`config.mk`:
```
export PLATFORM = sky130hd
export DESIGN_NAME = retry_and_rebroadcast_table_top
export DESIGN_NICKNAME = d
export VERILOG_FILES = /design/src/sv/rrt_pkg.sv /design/src/sv/retry_and_rebroadcast_table_top.sv /design/src/sv/rrt_front.sv /design/src/sv/rrt_back.sv
export SDC_FILE = /design/constraint.sdc
export NUM_CORES = 2
export LEC_CHECK = 0
export BUFFER_PORTS_ARGS = -buffer_cell sky130_fd_sc_hd__buf_4
export CORE_MARGIN = 2
export CORE_UTILIZATION = 45
export CTS_BUF_LIST = sky130_fd_sc_hd__clkbuf_16
export CTS_CLUSTER_DIAMETER = 80
export DETAILED_ROUTE_END_ITERATION = 10
export SKIP_CTS_REPAIR_TIMING = 1
export SLEW_MARGIN = 10
export SYNTH_ARGS = -nofsm -noshare
export SYNTH_HDL_FRONTEND = slang
export SYNTH_SLANG_ARGS = --single-unit
```
`constraint.sdc`:
```
create_clock -name i_clk -period 15.3 [get_ports i_clk]
set_clock_uncertainty 0.05 [all_clocks]
set_input_delay 2.295 -clock i_clk [delete_from_list [all_inputs] [get_ports i_clk]]
set_output_delay 2.295 -clock i_clk [all_outputs]
set_load 0.01 [all_outputs]
```
`src/sv/rrt_pkg.sv`:
```
// Shared types and codes for the retry and rebroadcast table.
`default_nettype none
package rrt_pkg;

    localparam int MAX_RESULTS = 16;

    typedef enum logic [2:0] {
        CMD_ENQUEUE   = 3'd0,
        CMD_CONFIRM   = 3'd1,
        CMD_SCHEDULE  = 3'd2,
        CMD_KEY_TICK  = 3'd3,
        CMD_STAT_TICK = 3'd4,
        CMD_CLR_ALL   = 3'd5,
        CMD_CLR_KEY   = 3'd6,
        CMD_CLR_STAT  = 3'd7
    } t_cmd;

    typedef enum logic [2:0] {
        RK_DONE    = 3'd0,
        RK_SEND    = 3'd1,
        RK_GAVE_UP = 3'd2,
        RK_SECURE  = 3'd3,
        RK_PLAIN   = 3'd4,
        RK_DROPPED = 3'd5
    } t_kind;

    localparam logic [1:0] REG_RETRY = 2'd0;
    localparam logic [1:0] REG_MAXR  = 2'd1;
    localparam logic [1:0] REG_RBC   = 2'd2;

    // One classified command handed from front to back.
    typedef struct packed {
        t_cmd        cmd;
        logic [31:0] node;
        logic [31:0] key;
        logic [31:0] now;
        logic [7:0]  reps;
        logic [31:0] due;     // now + start_delay, precomputed
        logic        key_ok;  // psk & team & link
        logic        role_ok; // group & team & leader
        logic        link;
    } t_job;

endpackage : rrt_pkg
`default_nettype wire

```
`src/sv/retry_and_rebroadcast_table_top.sv`:
```
// Top level of the retry and rebroadcast table.
//
// Usage:
//  - Command channel: drive i_command and the payload with start; a word is
//    taken at an edge where start is high and busy is low. A two-entry
//    queue sits between the front end and the table engine; busy is high
//    while both entries are waiting.
//  - Result channel: each result word is shown for one cycle with o_done
//    high; o_last marks the final word of a command. The receiver cannot
//    stall, so results are never held back.
//  - APB port: retry_interval at 0x0, max_retries at 0x4,
//    rebroadcast_interval at 0x8; write only while idle.
// Timing: the engine visits one table entry per cycle and takes the next word
//  from the queue only when idle. Enqueue, confirm and key tick walk the key
//  table; a status tick walks the broadcast table and emits a secure and plain
//  pair per due entry; schedule, clears and gated ticks are a single action.
// Reset: synchronous, active low; empties both tables, the queue and sets
//  the registers to their defaults (30, 3, 10). No clearing pass is needed.
`default_nettype none
module retry_and_rebroadcast_table_top #(
    parameter int KEY_TABLE_DEPTH   = 16,
    parameter int BCAST_TABLE_DEPTH = 8
) (
    input  wire logic        i_clk,
    input  wire logic        i_rst_n,
    input  wire logic        psel,
    input  wire logic        penable,
    input  wire logic        pwrite,
    input  wire logic [3:0]  paddr,
    input  wire logic [31:0] pwdata,
    output logic [31:0]      prdata,
    output logic             pready,
    input  wire logic        start,
    output logic             busy,
    input  wire logic [2:0]  i_command,
    input  wire logic [31:0] i_node_id,
    input  wire logic [31:0] i_key_id,
    input  wire logic [31:0] i_now_time,
    input  wire logic [7:0]  i_repeat_count,
    input  wire logic [31:0] i_start_delay,
    input  wire logic        i_has_psk,
    input  wire logic        i_has_team,
    input  wire logic        i_in_group,
    input  wire logic        i_is_leader,
    input  wire logic        i_link_ready,
    output logic             o_done,
    output logic [2:0]       o_result_kind,
    output logic [31:0]      o_out_node,
    output logic [31:0]      o_out_key,
    output logic [4:0]       o_key_jobs_pending,
    output logic [3:0]       o_status_jobs_pending,
    output logic             o_last
);
    logic [31:0] r_retry;
    logic [7:0]  r_maxr;
    logic [31:0] r_rbc;
    logic        job_valid, job_pop;
    rrt_pkg::t_job job;

    assign pready = 1'b1;

    // register file
    always_ff @(posedge i_clk) begin
        if (!i_rst_n) begin
            r_retry <= 32'd30;
            r_maxr  <= 8'd3;
            r_rbc   <= 32'd10;
        end else if (psel && penable && pwrite) begin
            unique case (paddr[3:2])
                rrt_pkg::REG_RETRY: r_retry <= pwdata;
                rrt_pkg::REG_MAXR:  r_maxr  <= pwdata[7:0];
                rrt_pkg::REG_RBC:   r_rbc   <= pwdata;
                default: ;
            endcase
        end
    end

    always_comb begin
        unique case (paddr[3:2])
            rrt_pkg::REG_RETRY: prdata = r_retry;
            rrt_pkg::REG_MAXR:  prdata = {24'd0, r_maxr};
            rrt_pkg::REG_RBC:   prdata = r_rbc;
            default:            prdata = 32'd0;
        endcase
    end

    rrt_front u_front (
        .i_clk, .i_rst_n, .i_start(start), .i_command, .i_node_id, .i_key_id,
        .i_now_time, .i_repeat_count, .i_start_delay, .i_has_psk, .i_has_team,
        .i_in_group, .i_is_leader, .i_link_ready, .o_busy(busy),
        .o_job_valid(job_valid), .o_job(job), .i_job_pop(job_pop)
    );

    rrt_back #(.KEY_DEPTH(KEY_TABLE_DEPTH), .BCAST_DEPTH(BCAST_TABLE_DEPTH)) u_back (
        .i_clk, .i_rst_n, .i_job_valid(job_valid), .i_job(job), .o_job_pop(job_pop),
        .i_retry_interval(r_retry), .i_max_retries(r_maxr),
        .i_rebroadcast_interval(r_rbc), .o_strobe(o_done), .o_result_kind,
        .o_out_node, .o_out_key, .o_key_jobs_pending, .o_status_jobs_pending, .o_last
    );

`ifndef SYNTHESIS
    a_last_strobed: assert property (@(posedge i_clk) disable iff (!i_rst_n)
        o_last |-> o_done) else $error("last without strobe");
    a_cfg_write: assert property (@(posedge i_clk) disable iff (!i_rst_n)
        (psel && penable && pwrite && paddr[3:2] == rrt_pkg::REG_MAXR)
        |=> r_maxr == $past(pwdata[7:0])) else $error("config write lost");
    a_kind_range: assert property (@(posedge i_clk) disable iff (!i_rst_n)
        o_done |-> o_result_kind <= 3'd5) else $error("bad result kind");
`endif
endmodule
`default_nettype wire

```
`src/sv/rrt_front.sv`:
```
// Front end: command capture, classification and a two-entry job queue.
`default_nettype none
module rrt_front (
    input  wire logic          i_clk,
    input  wire logic          i_rst_n,
    input  wire logic          i_start,
    input  wire logic [2:0]    i_command,
    input  wire logic [31:0]   i_node_id,
    input  wire logic [31:0]   i_key_id,
    input  wire logic [31:0]   i_now_time,
    input  wire logic [7:0]    i_repeat_count,
    input  wire logic [31:0]   i_start_delay,
    input  wire logic          i_has_psk,
    input  wire logic          i_has_team,
    input  wire logic          i_in_group,
    input  wire logic          i_is_leader,
    input  wire logic          i_link_ready,
    output logic               o_busy,
    output logic               o_job_valid,
    output rrt_pkg::t_job      o_job,
    input  wire logic          i_job_pop
);
    rrt_pkg::t_job r_q [2];
    logic [1:0]    r_cnt, n_cnt;
    logic          r_rd, r_wr;
    logic          push;
    rrt_pkg::t_job w;

    assign o_busy      = (r_cnt == 2'd2);
    assign push        = i_start && !o_busy;
    assign o_job_valid = (r_cnt != 2'd0);
    assign o_job       = r_q[r_rd];

    always_comb begin
        w.cmd     = rrt_pkg::t_cmd'(i_command);
        w.node    = i_node_id;
        w.key     = i_key_id;
        w.now     = i_now_time;
        w.reps    = i_repeat_count;
        w.due     = i_now_time + i_start_delay;
        w.key_ok  = i_has_psk && i_has_team && i_link_ready;
        w.role_ok = i_in_group && i_has_team && i_is_leader;
        w.link    = i_link_ready;
        n_cnt = r_cnt + {1'b0, push} - {1'b0, i_job_pop};
    end

    always_ff @(posedge i_clk) begin
        if (push) begin
            r_q[r_wr] <= w;
        end
        if (!i_rst_n) begin
            r_cnt <= 2'd0;
            r_rd  <= 1'b0;
            r_wr  <= 1'b0;
        end else begin
            r_cnt <= n_cnt;
            if (push) r_wr <= !r_wr;
            if (i_job_pop) r_rd <= !r_rd;
        end
    end

`ifndef SYNTHESIS
    a_no_pop_empty: assert property (@(posedge i_clk) disable iff (!i_rst_n)
        i_job_pop |-> o_job_valid) else $error("pop from empty queue");
    a_cnt_range: assert property (@(posedge i_clk) disable iff (!i_rst_n)
        r_cnt != 2'd3) else $error("queue count out of range");
    a_push_grows: assert property (@(posedge i_clk) disable iff (!i_rst_n)
        (push && !i_job_pop) |=> r_cnt == $past(r_cnt) + 2'd1)
        else $error("push lost");
`endif
endmodule
`default_nettype wire

```
`src/sv/rrt_back.sv`:
```
// Back end: walks the two tables one entry a cycle and emits results.
`default_nettype none
module rrt_back #(
    parameter int KEY_DEPTH   = 16,
    parameter int BCAST_DEPTH = 8
) (
    input  wire logic          i_clk,
    input  wire logic          i_rst_n,
    input  wire logic          i_job_valid,
    input  rrt_pkg::t_job      i_job,
    output logic               o_job_pop,
    input  wire logic [31:0]   i_retry_interval,
    input  wire logic [7:0]    i_max_retries,
    input  wire logic [31:0]   i_rebroadcast_interval,
    output logic               o_strobe,
    output logic [2:0]         o_result_kind,
    output logic [31:0]        o_out_node,
    output logic [31:0]        o_out_key,
    output logic [4:0]         o_key_jobs_pending,
    output logic [3:0]         o_status_jobs_pending,
    output logic               o_last
);
    localparam int KW = (KEY_DEPTH > 1) ? $clog2(KEY_DEPTH) : 1;
    localparam int BW = (BCAST_DEPTH > 1) ? $clog2(BCAST_DEPTH) : 1;
    localparam int KCW = $clog2(KEY_DEPTH + 1);
    localparam int BCW = $clog2(BCAST_DEPTH + 1);
    localparam int IW  = (KCW > BCW) ? KCW : BCW;   // walk index covers both tables

    localparam logic [1:0] S_IDLE = 2'd0;
    localparam logic [1:0] S_KEY  = 2'd1;
    localparam logic [1:0] S_BC   = 2'd2;
    localparam logic [1:0] S_FIN  = 2'd3;

    // Tables kept as packed, ordered shift arrays.
    logic [31:0] r_knode  [KEY_DEPTH];
    logic [31:0] r_kident [KEY_DEPTH];
    logic [7:0]  r_katt   [KEY_DEPTH];
    logic [31:0] r_kdue   [KEY_DEPTH];
    logic [7:0]  r_bleft  [BCAST_DEPTH];
    logic [31:0] r_bdue   [BCAST_DEPTH];
    logic [KCW-1:0] r_kcnt;
    logic [BCW-1:0] r_bcnt;

    logic [1:0]     r_state;
    rrt_pkg::t_job  r_job;
    logic [IW-1:0]  r_idx;
    logic [4:0]     r_nres;   // results emitted so far for this command
    logic           r_pend_plain;

    logic [KW-1:0] ki;
    logic [BW-1:0] bi;
    logic          k_in, b_in, room_k, room_b;
    logic          k_due, b_due, k_match;
    logic [7:0]    bl_dec;

    assign ki      = r_idx[KW-1:0];
    assign bi      = r_idx[BW-1:0];
    assign k_in    = (r_idx < IW'(r_kcnt));
    assign b_in    = (r_idx < IW'(r_bcnt));
    assign room_k  = (r_nres < 5'(rrt_pkg::MAX_RESULTS));
    assign room_b  = (r_nres <= 5'(rrt_pkg::MAX_RESULTS - 2));
    assign k_due   = !(r_job.now < r_kdue[ki]);
    assign b_due   = !(r_job.now < r_bdue[bi]);
    assign k_match = (r_knode[ki] == r_job.node) && (r_kident[ki] == r_job.key);
    assign bl_dec  = (r_bleft[bi] != 8'd0) ? r_bleft[bi] - 8'd1 : 8'd0;

    assign o_job_pop = (r_state == S_IDLE) && i_job_valid;

    // Emit helper values set in the combinational block.
    logic           e_en, e_last;
    logic [2:0]     e_kind;
    logic [31:0]    e_node, e_key;
    logic [KCW-1:0] e_kc;
    logic [BCW-1:0] e_bc;
    // Table edit requests.
    logic           k_rm, k_upd, k_add, b_rm, b_upd, b_add, k_clr, b_clr;
    logic           dup_seen, r_dup;
    logic [1:0]     n_state;
    logic [IW-1:0]  n_idx;

    always_comb begin
        e_en = 1'b0; e_last = 1'b0; e_kind = rrt_pkg::RK_DONE;
        e_node = '0; e_key = '0; e_kc = r_kcnt; e_bc = r_bcnt;
        k_rm = 1'b0; k_upd = 1'b0; k_add = 1'b0; b_rm = 1'b0; b_upd = 1'b0;
        b_add = 1'b0; k_clr = 1'b0; b_clr = 1'b0; dup_seen = r_dup;
        n_state = r_state; n_idx = r_idx;
        unique case (r_state)
            S_IDLE: begin
                n_idx = '0;
                if (i_job_valid) n_state = S_KEY;
            end
            S_KEY: begin
                // Per-command walk over the key table, a single action, or entry to the broadcast walk.
                unique case (r_job.cmd)
                    rrt_pkg::CMD_ENQUEUE: begin
                        if (k_in) begin
                            if (k_match) dup_seen = 1'b1;
                            n_idx = r_idx + IW'(1);
                        end else begin
                            n_state = S_FIN;
                            if (!r_dup) begin
                                if (r_kcnt >= KCW'(KEY_DEPTH)) begin
                                    e_en = 1'b1; e_last = 1'b1;
                                    e_kind = rrt_pkg::RK_DROPPED;
                                    e_node = r_job.node; e_key = r_job.key;
                                end else begin
                                    k_add = 1'b1;
                                end
                            end
                        end
                    end
                    rrt_pkg::CMD_CONFIRM: begin
                        if (k_in) begin
                            if (k_match) k_rm = 1'b1;
                            else n_idx = r_idx + IW'(1);
                        end else begin
                            n_state = S_FIN;
                        end
                    end
                    rrt_pkg::CMD_SCHEDULE: begin
                        n_state = S_FIN;
                        if (r_job.reps != 8'd0) begin
                            if (r_bcnt >= BCW'(BCAST_DEPTH)) begin
                                e_en = 1'b1; e_last = 1'b1;
                                e_kind = rrt_pkg::RK_DROPPED;
                            end else begin
                                b_add = 1'b1;
                            end
                        end
                    end
                    rrt_pkg::CMD_KEY_TICK: begin
                        if (!r_job.key_ok || !k_in || !room_k) begin
                            n_state = S_FIN;
                        end else if (!k_due) begin
                            n_idx = r_idx + IW'(1);
                        end else begin
                            e_en = 1'b1;
                            e_node = r_knode[ki]; e_key = r_kident[ki];
                            if (r_katt[ki] >= i_max_retries) begin
                                k_rm = 1'b1; e_kind = rrt_pkg::RK_GAVE_UP;
                                e_kc = r_kcnt - KCW'(1);
                            end else begin
                                k_upd = 1'b1; e_kind = rrt_pkg::RK_SEND;
                                n_idx = r_idx + IW'(1);
                            end
                        end
                    end
                    rrt_pkg::CMD_STAT_TICK: begin
                        if (r_bcnt == '0) n_state = S_FIN;
                        else if (!r_job.role_ok) begin
                            b_clr = 1'b1; n_state = S_FIN;
                        end else if (!r_job.link) n_state = S_FIN;
                        else n_state = S_BC;
                    end
                    rrt_pkg::CMD_CLR_ALL: begin
                        k_clr = 1'b1; b_clr = 1'b1; n_state = S_FIN;
                    end
                    rrt_pkg::CMD_CLR_KEY: begin
                        k_clr = 1'b1; n_state = S_FIN;
                    end
                    default: begin
                        b_clr = 1'b1; n_state = S_FIN;
                    end
                endcase
            end
            S_BC: begin
                if (r_pend_plain) begin
                    // plain half of a pair: counts reflect the consumed repeat
                    e_en = 1'b1; e_kind = rrt_pkg::RK_PLAIN;
                end else if (!b_in || !room_b) begin
                    n_state = S_FIN;
                end else if (!b_due) begin
                    n_idx = r_idx + IW'(1);
                end else begin
                    e_en = 1'b1; e_kind = rrt_pkg::RK_SECURE;
                    if (bl_dec == 8'd0) b_rm = 1'b1;
                    else begin
                        b_upd = 1'b1; n_idx = r_idx + IW'(1);
                    end
                end
            end
            default: begin
                n_state = S_IDLE;
                if (r_nres == 5'd0) begin
                    e_en = 1'b1; e_last = 1'b1;
                end
            end
        endcase
        if (r_state == S_IDLE) dup_seen = 1'b0;
    end

    // Last flag of a walk: known only when the walk ends, so each result of a walk is
    // held in the r_h registers until the next result or the end, and the last one is marked when the end is found.
    logic           r_hold;
    logic [2:0]     r_hkind;
    logic [31:0]    r_hnode, r_hkey;
    logic [KCW-1:0] r_hkc;
    logic [BCW-1:0] r_hbc;
    logic           walk_end;

    assign walk_end = (r_state != S_IDLE) && (n_state == S_FIN || r_state == S_FIN);

    always_ff @(posedge i_clk) begin
        // output register
        if (!i_rst_n) begin
            o_strobe <= 1'b0;
            o_last   <= 1'b0;
        end else if (r_hold && (e_en || walk_end)) begin
            o_strobe <= 1'b1;
            o_last   <= !e_en && walk_end;
            o_result_kind <= r_hkind; o_out_node <= r_hnode; o_out_key <= r_hkey;
            o_key_jobs_pending <= 5'(r_hkc); o_status_jobs_pending <= 4'(r_hbc);
        end else if (e_en && e_last) begin
            o_strobe <= 1'b1; o_last <= 1'b1;
            o_result_kind <= e_kind; o_out_node <= e_node; o_out_key <= e_key;
            o_key_jobs_pending <= 5'(e_kc); o_status_jobs_pending <= 4'(e_bc);
        end else begin
            o_strobe <= 1'b0;
            o_last   <= 1'b0;
        end
        if (e_en && !e_last) begin
            r_hkind <= e_kind; r_hnode <= e_node; r_hkey <= e_key;
            r_hkc <= e_kc; r_hbc <= e_bc;
        end

        if (r_state == S_IDLE && i_job_valid) r_job <= i_job;

        // key table edits
        if (k_add) begin
            r_knode[ki] <= r_job.node; r_kident[ki] <= r_job.key;
            r_katt[ki] <= 8'd0; r_kdue[ki] <= r_job.now + i_retry_interval;
        end
        if (k_upd) begin
            r_katt[ki] <= r_katt[ki] + 8'd1;
            r_kdue[ki] <= r_job.now + i_retry_interval;
        end
        if (k_rm) begin
            for (int j = 0; j < KEY_DEPTH - 1; j++) begin
                if (KW'(j) >= ki) begin
                    r_knode[j] <= r_knode[j+1]; r_kident[j] <= r_kident[j+1];
                    r_katt[j] <= r_katt[j+1]; r_kdue[j] <= r_kdue[j+1];
                end
            end
        end
        if (b_add) begin
            r_bleft[r_bcnt[BW-1:0]] <= r_job.reps;
            r_bdue[r_bcnt[BW-1:0]]  <= r_job.due;
        end
        if (b_upd) begin
            r_bleft[bi] <= bl_dec;
            r_bdue[bi]  <= r_job.now + i_rebroadcast_interval;
        end
        if (b_rm) begin
            for (int j = 0; j < BCAST_DEPTH - 1; j++) begin
                if (BW'(j) >= bi) begin
                    r_bleft[j] <= r_bleft[j+1]; r_bdue[j] <= r_bdue[j+1];
                end
            end
        end

        if (!i_rst_n) begin
            r_state <= S_IDLE; r_kcnt <= '0; r_bcnt <= '0; r_idx <= '0;
            r_nres <= '0; r_pend_plain <= 1'b0; r_hold <= 1'b0; r_dup <= 1'b0;
        end else begin
            r_state <= n_state;
            r_idx   <= n_idx;
            r_dup   <= dup_seen;
            if (k_clr) r_kcnt <= '0;
            else if (k_add) r_kcnt <= r_kcnt + KCW'(1);
            else if (k_rm) r_kcnt <= r_kcnt - KCW'(1);
            if (b_clr) r_bcnt <= '0;
            else if (b_add) r_bcnt <= r_bcnt + BCW'(1);
            else if (b_rm) r_bcnt <= r_bcnt - BCW'(1);
            if (r_state == S_IDLE) r_nres <= '0;
            else if (e_en) r_nres <= r_nres + 5'd1;
            if (r_state == S_BC) r_pend_plain <= e_en && !r_pend_plain;
            if (e_en && !e_last) r_hold <= 1'b1;
            else if (walk_end) r_hold <= 1'b0;
        end
    end

`ifndef SYNTHESIS
    a_kcnt_range: assert property (@(posedge i_clk) disable iff (!i_rst_n)
        r_kcnt <= KCW'(KEY_DEPTH)) else $error("key count overflow");
    a_bcnt_range: assert property (@(posedge i_clk) disable iff (!i_rst_n)
        r_bcnt <= BCW'(BCAST_DEPTH)) else $error("broadcast count overflow");
    a_plain_follows: assert property (@(posedge i_clk) disable iff (!i_rst_n)
        (r_state == S_BC && r_pend_plain) |-> e_en) else $error("unpaired status");
`endif
endmodule
`default_nettype wire

```
# --- Yosys cells after proc, flatten, opt, wreduce, memory -nomap -nowiden ---
# Memory sizes are Yosys's and may differ from the RTL's. A register that Yosys moved wholly into a read port is not among the register bits.
# Index checks and enable logic that the tools add are counted.
word_totals:
  memories: 7
  ram_bits: 2268
  out_inout_bits: 112
  inputBits: 186
  ff_bits: 254
  wordCells: 412
classes:
  n_reduce_logical: 67
  n_bitwise: 3
  n_eq_ne: 24
  order_cmp: 31
  n_addsub: 13
  mux: 241
mem_list:
  columns: ["memory", "words", "width", "read_ports", "rd_ports_with_merged_regs", "wr", "line_no", "rtl"]
  rows:
  - ["u_back.r_kdue", 16, 32, 16, 1, 15, "rrt_back.sv:38", "logic [31:0] r_kdue [KEY_DEPTH];"]
  - ["u_back.r_kident", 16, 32, 16, 1, 15, "rrt_back.sv:36", "logic [31:0] r_kident [KEY_DEPTH];"]
  - ["u_back.r_knode", 16, 32, 16, 1, 15, "rrt_back.sv:35", "logic [31:0] r_knode [KEY_DEPTH];"]
  - ["u_front.r_q", 2, 142, 1, 1, 1, "rrt_front.sv:23", "rrt_pkg::t_job r_q [2];"]
  - ["u_back.r_bdue", 8, 32, 8, 1, 7, "rrt_back.sv:40", "logic [31:0] r_bdue [BCAST_DEPTH];"]
  - ["u_back.r_katt", 16, 8, 16, 1, 15, "rrt_back.sv:37", "logic [7:0] r_katt [KEY_DEPTH];"]
  - ["+1 memories", null, null, null, null, null, null, null]
op_table:
  columns: ["cell", "n"]
  rows:
  - ["2-to-1 mux 32 bit", 22]
  - ["OR reduction 32 bit", 5]
  - ["2-to-1 mux 1 bit", 136]
  - ["case mux 32 bit (2 select lines)", 2]
  - ["adder 32 bit", 3]
  - ["case mux 32 bit (3 select lines)", 1]
  - ["2-to-1 mux 5 bit", 19]
  - ["equality test 32 bit", 2]
  - ["less-than comparator 32 bit", 2]
  - ["2-to-1 mux 4 bit", 16]
  - ["2-to-1 mux 3 bit", 19]
  - ["2-to-1 mux 8 bit", 5]
  - ["case mux 5 bit (3 select lines)", 2]
  - ["greater-or-equal comparator 4 bit, first input constant", 7]
  - ["OR reduction 8 bit", 3]
  - ["2-to-1 mux 2 bit", 9]
  - ["greater-or-equal comparator 3 x 4 -> 1 bit, first input constant", 4]
  - ["nonzero test 8 bit", 2]
  - ["adder 5 x 1 -> 5 bit, second input constant", 3]
  - ["logical AND 1 bit", 15]
  - ["case mux 2 bit (3 select lines)", 2]
  - ["nonzero test 2 bit", 6]
  - ["OR reduction 2 bit", 6]
  - ["zero test 1 bit", 11]
  - ["46 further kinds", 77]

# --- Depth between registers and ports, before layout ---
depth:
  depth_word: 14
  mapped_depth: 29
  depth_no_buf: 14

# --- By module ---
# Synthesis repeated with hierarchy kept, for this count alone.
unflattened:
  cells_unflattened: 8683
  hier_area_um2: 134680.4
by_module_without_submodules:
  columns: ["mod", "cells_each", "n_inst", "area_per_inst_um2", "seq_area_each_um2"]
  rows:
  - ["rrt_back", 7591, 1, 119022.9, 69006.2]
  - ["rrt_front", 731, 1, 12341.8, 8628.3]
  - ["retry_and_rebroadcast_table_top", 361, 1, 3315.7, 1441.4]

# --- Worst setup path before layout ---
# OpenSTA, ideal clock, no wires.
synth_timing:
  kind: "flip-flop to flip-flop"
  startpoint: "register with a tool-made name"
  endpoint: "memory u_back.r_kident[5][0] (enable)"
  setup_slack_ns: 4.043
  required_ns: 14.665
  setup_ns: 0.585
  path_stages_with_launch: 28
  path_buffers: 14
  arrival_time_ns: 10.623
  synth_period_minus_slack_ns: 11.257
  path_cell_list: "dfxtp_1 buf_6 buf_6 buf_4 buf_4 buf_4 buf_2 buf_2 buf_2 buf_2 clkbuf_1 clkbuf_1 mux4_2 mux4_2 inv_1 ha_1 nand4_1 nor4_1 a21oi_1 o211ai_1 nor4_1 a211oi_2 nand3_1 o21a_1 buf_6 clkbuf_1 clkbuf_1 o32ai_1"
synth_rtl:
  columns: ["element", "line_no"]
  rows:
  - ["end: declaration", "rrt_back.sv:36"]

==> results.toml <==
[synth]
synth_edf_count = 2562
yosysUniqueCellTypes = 100
synthFlopType = "edfxtp_1"
synth-seq-cells = 2668
synth.top_cells.by_count = "edfxtp_1, mux2_2, nand2_1"
postSynthAreaPerCell_um2 = 15.3
async_flop_share = 0
yosysMostFrequentCell = "edfxtp_1"
synthCells = 8659
netlist_area_um2 = 133000
ys_warn_count = 0
synth_area_leaders = "edfxtp_1, mux2_2, mux4_2"
syn_nets = 9037
synth_top_area_frac = 0.580
yosys.area.top_type = "edfxtp_1"
seq_area_frac_synth = 0.596

[timing]
worst_pin_slew_ns = 1.29
max_freq_mhz = 106
slew_headroom = 0.116
min_period_ns = 9.44
slew_violations = 0
post-route-period-util = 0.617
grt_setup_unrepaired = "false"
setup_tns_ns = 0
finalHoldViolCount = 0
setup_violations = 0

[drt]
finalWirelength_um = 439000
antenna_left = 0
vias = 82600
drt_iter0_markers = 10300
routedWlPerCell_um = 33.8
vias_per_cell = 6.37
firstDrtPassIters = 11
drc = 34

[clock_tree]
clk_path_buf_depth = 4
cts.reportedPaths.clkPinSlew_ns = 0.06
clockRootBuffer = "clkbuf_16"
clock_sinks = 2668
clkLatencyLatePin_ns = 0.93
cts_tree = "built"
cts_buffers = 301
htreeDepth = 5

[critical_path]
slowest_delay_ns = 0.93
arrival_ns = 9.91
cp_cell_sequence = "buf_12 -> buf_4 -> mux4_2 -> mux4_2 -> inv_1 -> ha_1 -> nand2_1 -> nor4_1 -> a21oi_1 -> o211ai_1 -> nor4_1 -> buf_4 -> a211oi_2 -> nand3_1 -> o21ai_2 -> buf_4 -> nand2_1 -> o22ai_4 -> buf_4 -> buf_4"
regToRegSetupSlack_ns = 5.86
critPathLaunchType = "flop"
endpoint = "u_back.r_kident[2][5]$_DFFE_PP_"
crit_path_frequent_cell = "buf_4"
r2r_end = "u_back.r_kident[2][5]$_DFFE_PP_"
path_class = "flop to flop"
cp_slowest_cell = "buf_4"
required_ns = 15.77
reg2reg_depth = 20
cp-end-kind = "flop"
cp_max_fo = 81

[global_route]
grt_start_max_net_pins = 105
grt_overflow_total = 0
grt_first_pass_wirelength_um = 614000
antenna_found_initial = 18
grt_pass1_vias = 81900
groute.usage.overall = 0.286

[layout]
num-fill-cells = 24500
stdcell_count = 13000
area_delta_synth_final_pct = 12.4
multi_input_area_um2 = 51000
drive_above_1_share = 0.351
regArea_um2 = 79100
final_nets = 9184

[floorplan]
start_util = 0.452
dieArea_um2 = 299000
die_x_um = 547
rows = 199
die_y_um = 547
num_io_pins = 298
fp.coreArea_um2 = 294000

[power_and_ir_drop]
p_per_area_nw_per_um2 = 156
ir_drop_v = 0.000138
leakagePower_nw = 50.7

[run_status]
status = "finished, violations left"
failed_checks = "design-rule violations"

[placement]
gp_congestion = 0.910
dp_hpwl_um = 258000
port_buffers = 294
dpl.cell_count = 12400

[min_path]
hp-class = "flop to flop"
whs_path_depth = 2

[job]
cap_violations = 0
==> logic make-up (layout without fill, tap and decap cells) <==
kind of cell	after synthesis	in the layout	share of synthesized area
flip-flops	2668	2668	0.596
multiplexers	2523	2523	0.253
AND/OR/NAND/NOR	1138	1138	0.0383
AO/OA/AOI/OAI	1118	1118	0.0542
buffers and inverters	800	1171	0.0267
XOR/XNOR	218	218	0.0144
adder cells (fa/ha/maj)	193	193	0.0184
other	1	12	0.0000282
==> power breakdown <==
part	leakage [nW]	internal (mW)	total (mW)	switching, mW
combinational	21.9	2.82	6.23	3.40
sequential	23.9	9.12	9.77	0.649
clock	4.95	4.14	7.23	3.10
total	50.7	16.1	23.2	7.15
==> placed cells by master, fill, tap and decap left out, types with 16 or more instances in the layout <==
cell,n
edfxtp_1,2562
mux2_2,1601
nand2_1,514
mux4_2,471
buf_4,469
clkbuf_16,305
o21ai_0,291
mux2i_1,283
nor2_1,265
a21oi_1,239
inv_1,206
ha_1,188
a21o_1,170
xnor2_1,134
mux2_1,128
dfxtp_1,101
a22oi_1,76
nand3_1,73
xor2_1,66
clkinv_1,51
clkinv_2,47
mux2_4,39
nor3_1,38
nand2b_1,33
o211ai_1,33
a211oi_1,31
bufinv_16,29
nor2b_1,28
and2_1,27
nand4_1,26
and3_1,22
o21a_1,22
o22ai_1,22
a31oi_1,20
buf_12,20
o21ai_4,17
or3_1,16
==> how the worst min path moves through the flow <==
stage,start,endpoint,slack [ns]
floorplan,u_back.r_job[93]$_DFFE_PP_,u_back.r_kident[15][18]$_DFFE_PP_,0.37
global placement,r_rbc[4]$_SDFFE_PN0P_,r_rbc[4]$_SDFFE_PN0P_,0.41
detailed placement,u_back.r_dup$_SDFFE_PP0P_,u_back.r_dup$_SDFFE_PP0P_,0.42
CTS,r_rbc[7]$_SDFFE_PN0P_,r_rbc[7]$_SDFFE_PN0P_,0.43
global route,r_retry[13]$_SDFFE_PN0P_,r_retry[13]$_SDFFE_PN0P_,0.45
finish,r_retry[11]$_SDFFE_PN0P_,r_retry[11]$_SDFFE_PN0P_,0.43
==> registers in the layout, summed over array words and instances, names as in the netlist, 8 cells and up, named ones only <==
name / count
r_maxr: 8
u_back.r_katt: 128
u_back.r_bdue: 256
u_back.o_out_key: 32
u_back.o_out_node: 32
u_back.r_bleft: 64
u_front.r_q: 284
u_back.r_hkey: 32
u_back.r_job: 142
u_back.r_kident: 512
u_back.r_kdue: 512
r_rbc: 32
u_back.r_knode: 512
r_retry: 32
u_back.r_hnode: 32
==> layer usage <==
metal / wire length (um) / vias to the layer above / track usage
met5: 53 / - / 0
met4: 17100 / 6 / 0.110
met3: 37400 / 714 / 0.0448
met2: 205000 / 4255 / 0.456
met1: 179000 / 43400 / 0.395
li1: - / 34100 / -
==> per-stage QoR <==
| step | hold slack, ns | worst slack, ns | utilization | instance area, um2 | total power [mW] |
|---|---|---|---|---|---|
| floorplan | 0.371 | 4.04 | - | 133000 | 13.9 |
| global placement | 0.413 | 5.97 | 0.475 | 140000 | 15.9 |
| detailed placement | 0.420 | 5.95 | 0.475 | 140000 | 16.1 |
| CTS | 0.431 | 5.90 | 0.508 | 149000 | 23.3 |
| global route | 0.453 | 5.58 | 0.508 | 149000 | 24.0 |
| finish | 0.431 | 5.86 | 0.508 | 149000 | 23.2 |
==> critical path: cells and delay by family (launching register included) <==
kind,cells,cell delay (ns)
and+or+nand+nor,5,1.78
buffers and inverters,7,3.51
muxes,2,1.07
adders and majority gates,1,0.19
AOI/OAI and AO/OA,5,1.36
DFF,1,0.72
==> cell type report <==
cell class / count / area share
antenna: 11 / 0.000184
multi-input combinational: 5191 / 0.342
clock buffer: 305 / 0.0511
timing repair buffer: 489 / 0.0263
sequential: 2668 / 0.530
tap: 3919 / 0.0329
clock inverter: 222 / 0.0138
inverter: 155 / 0.00397
No activity file was read; power rests on OpenSTA's default activity.
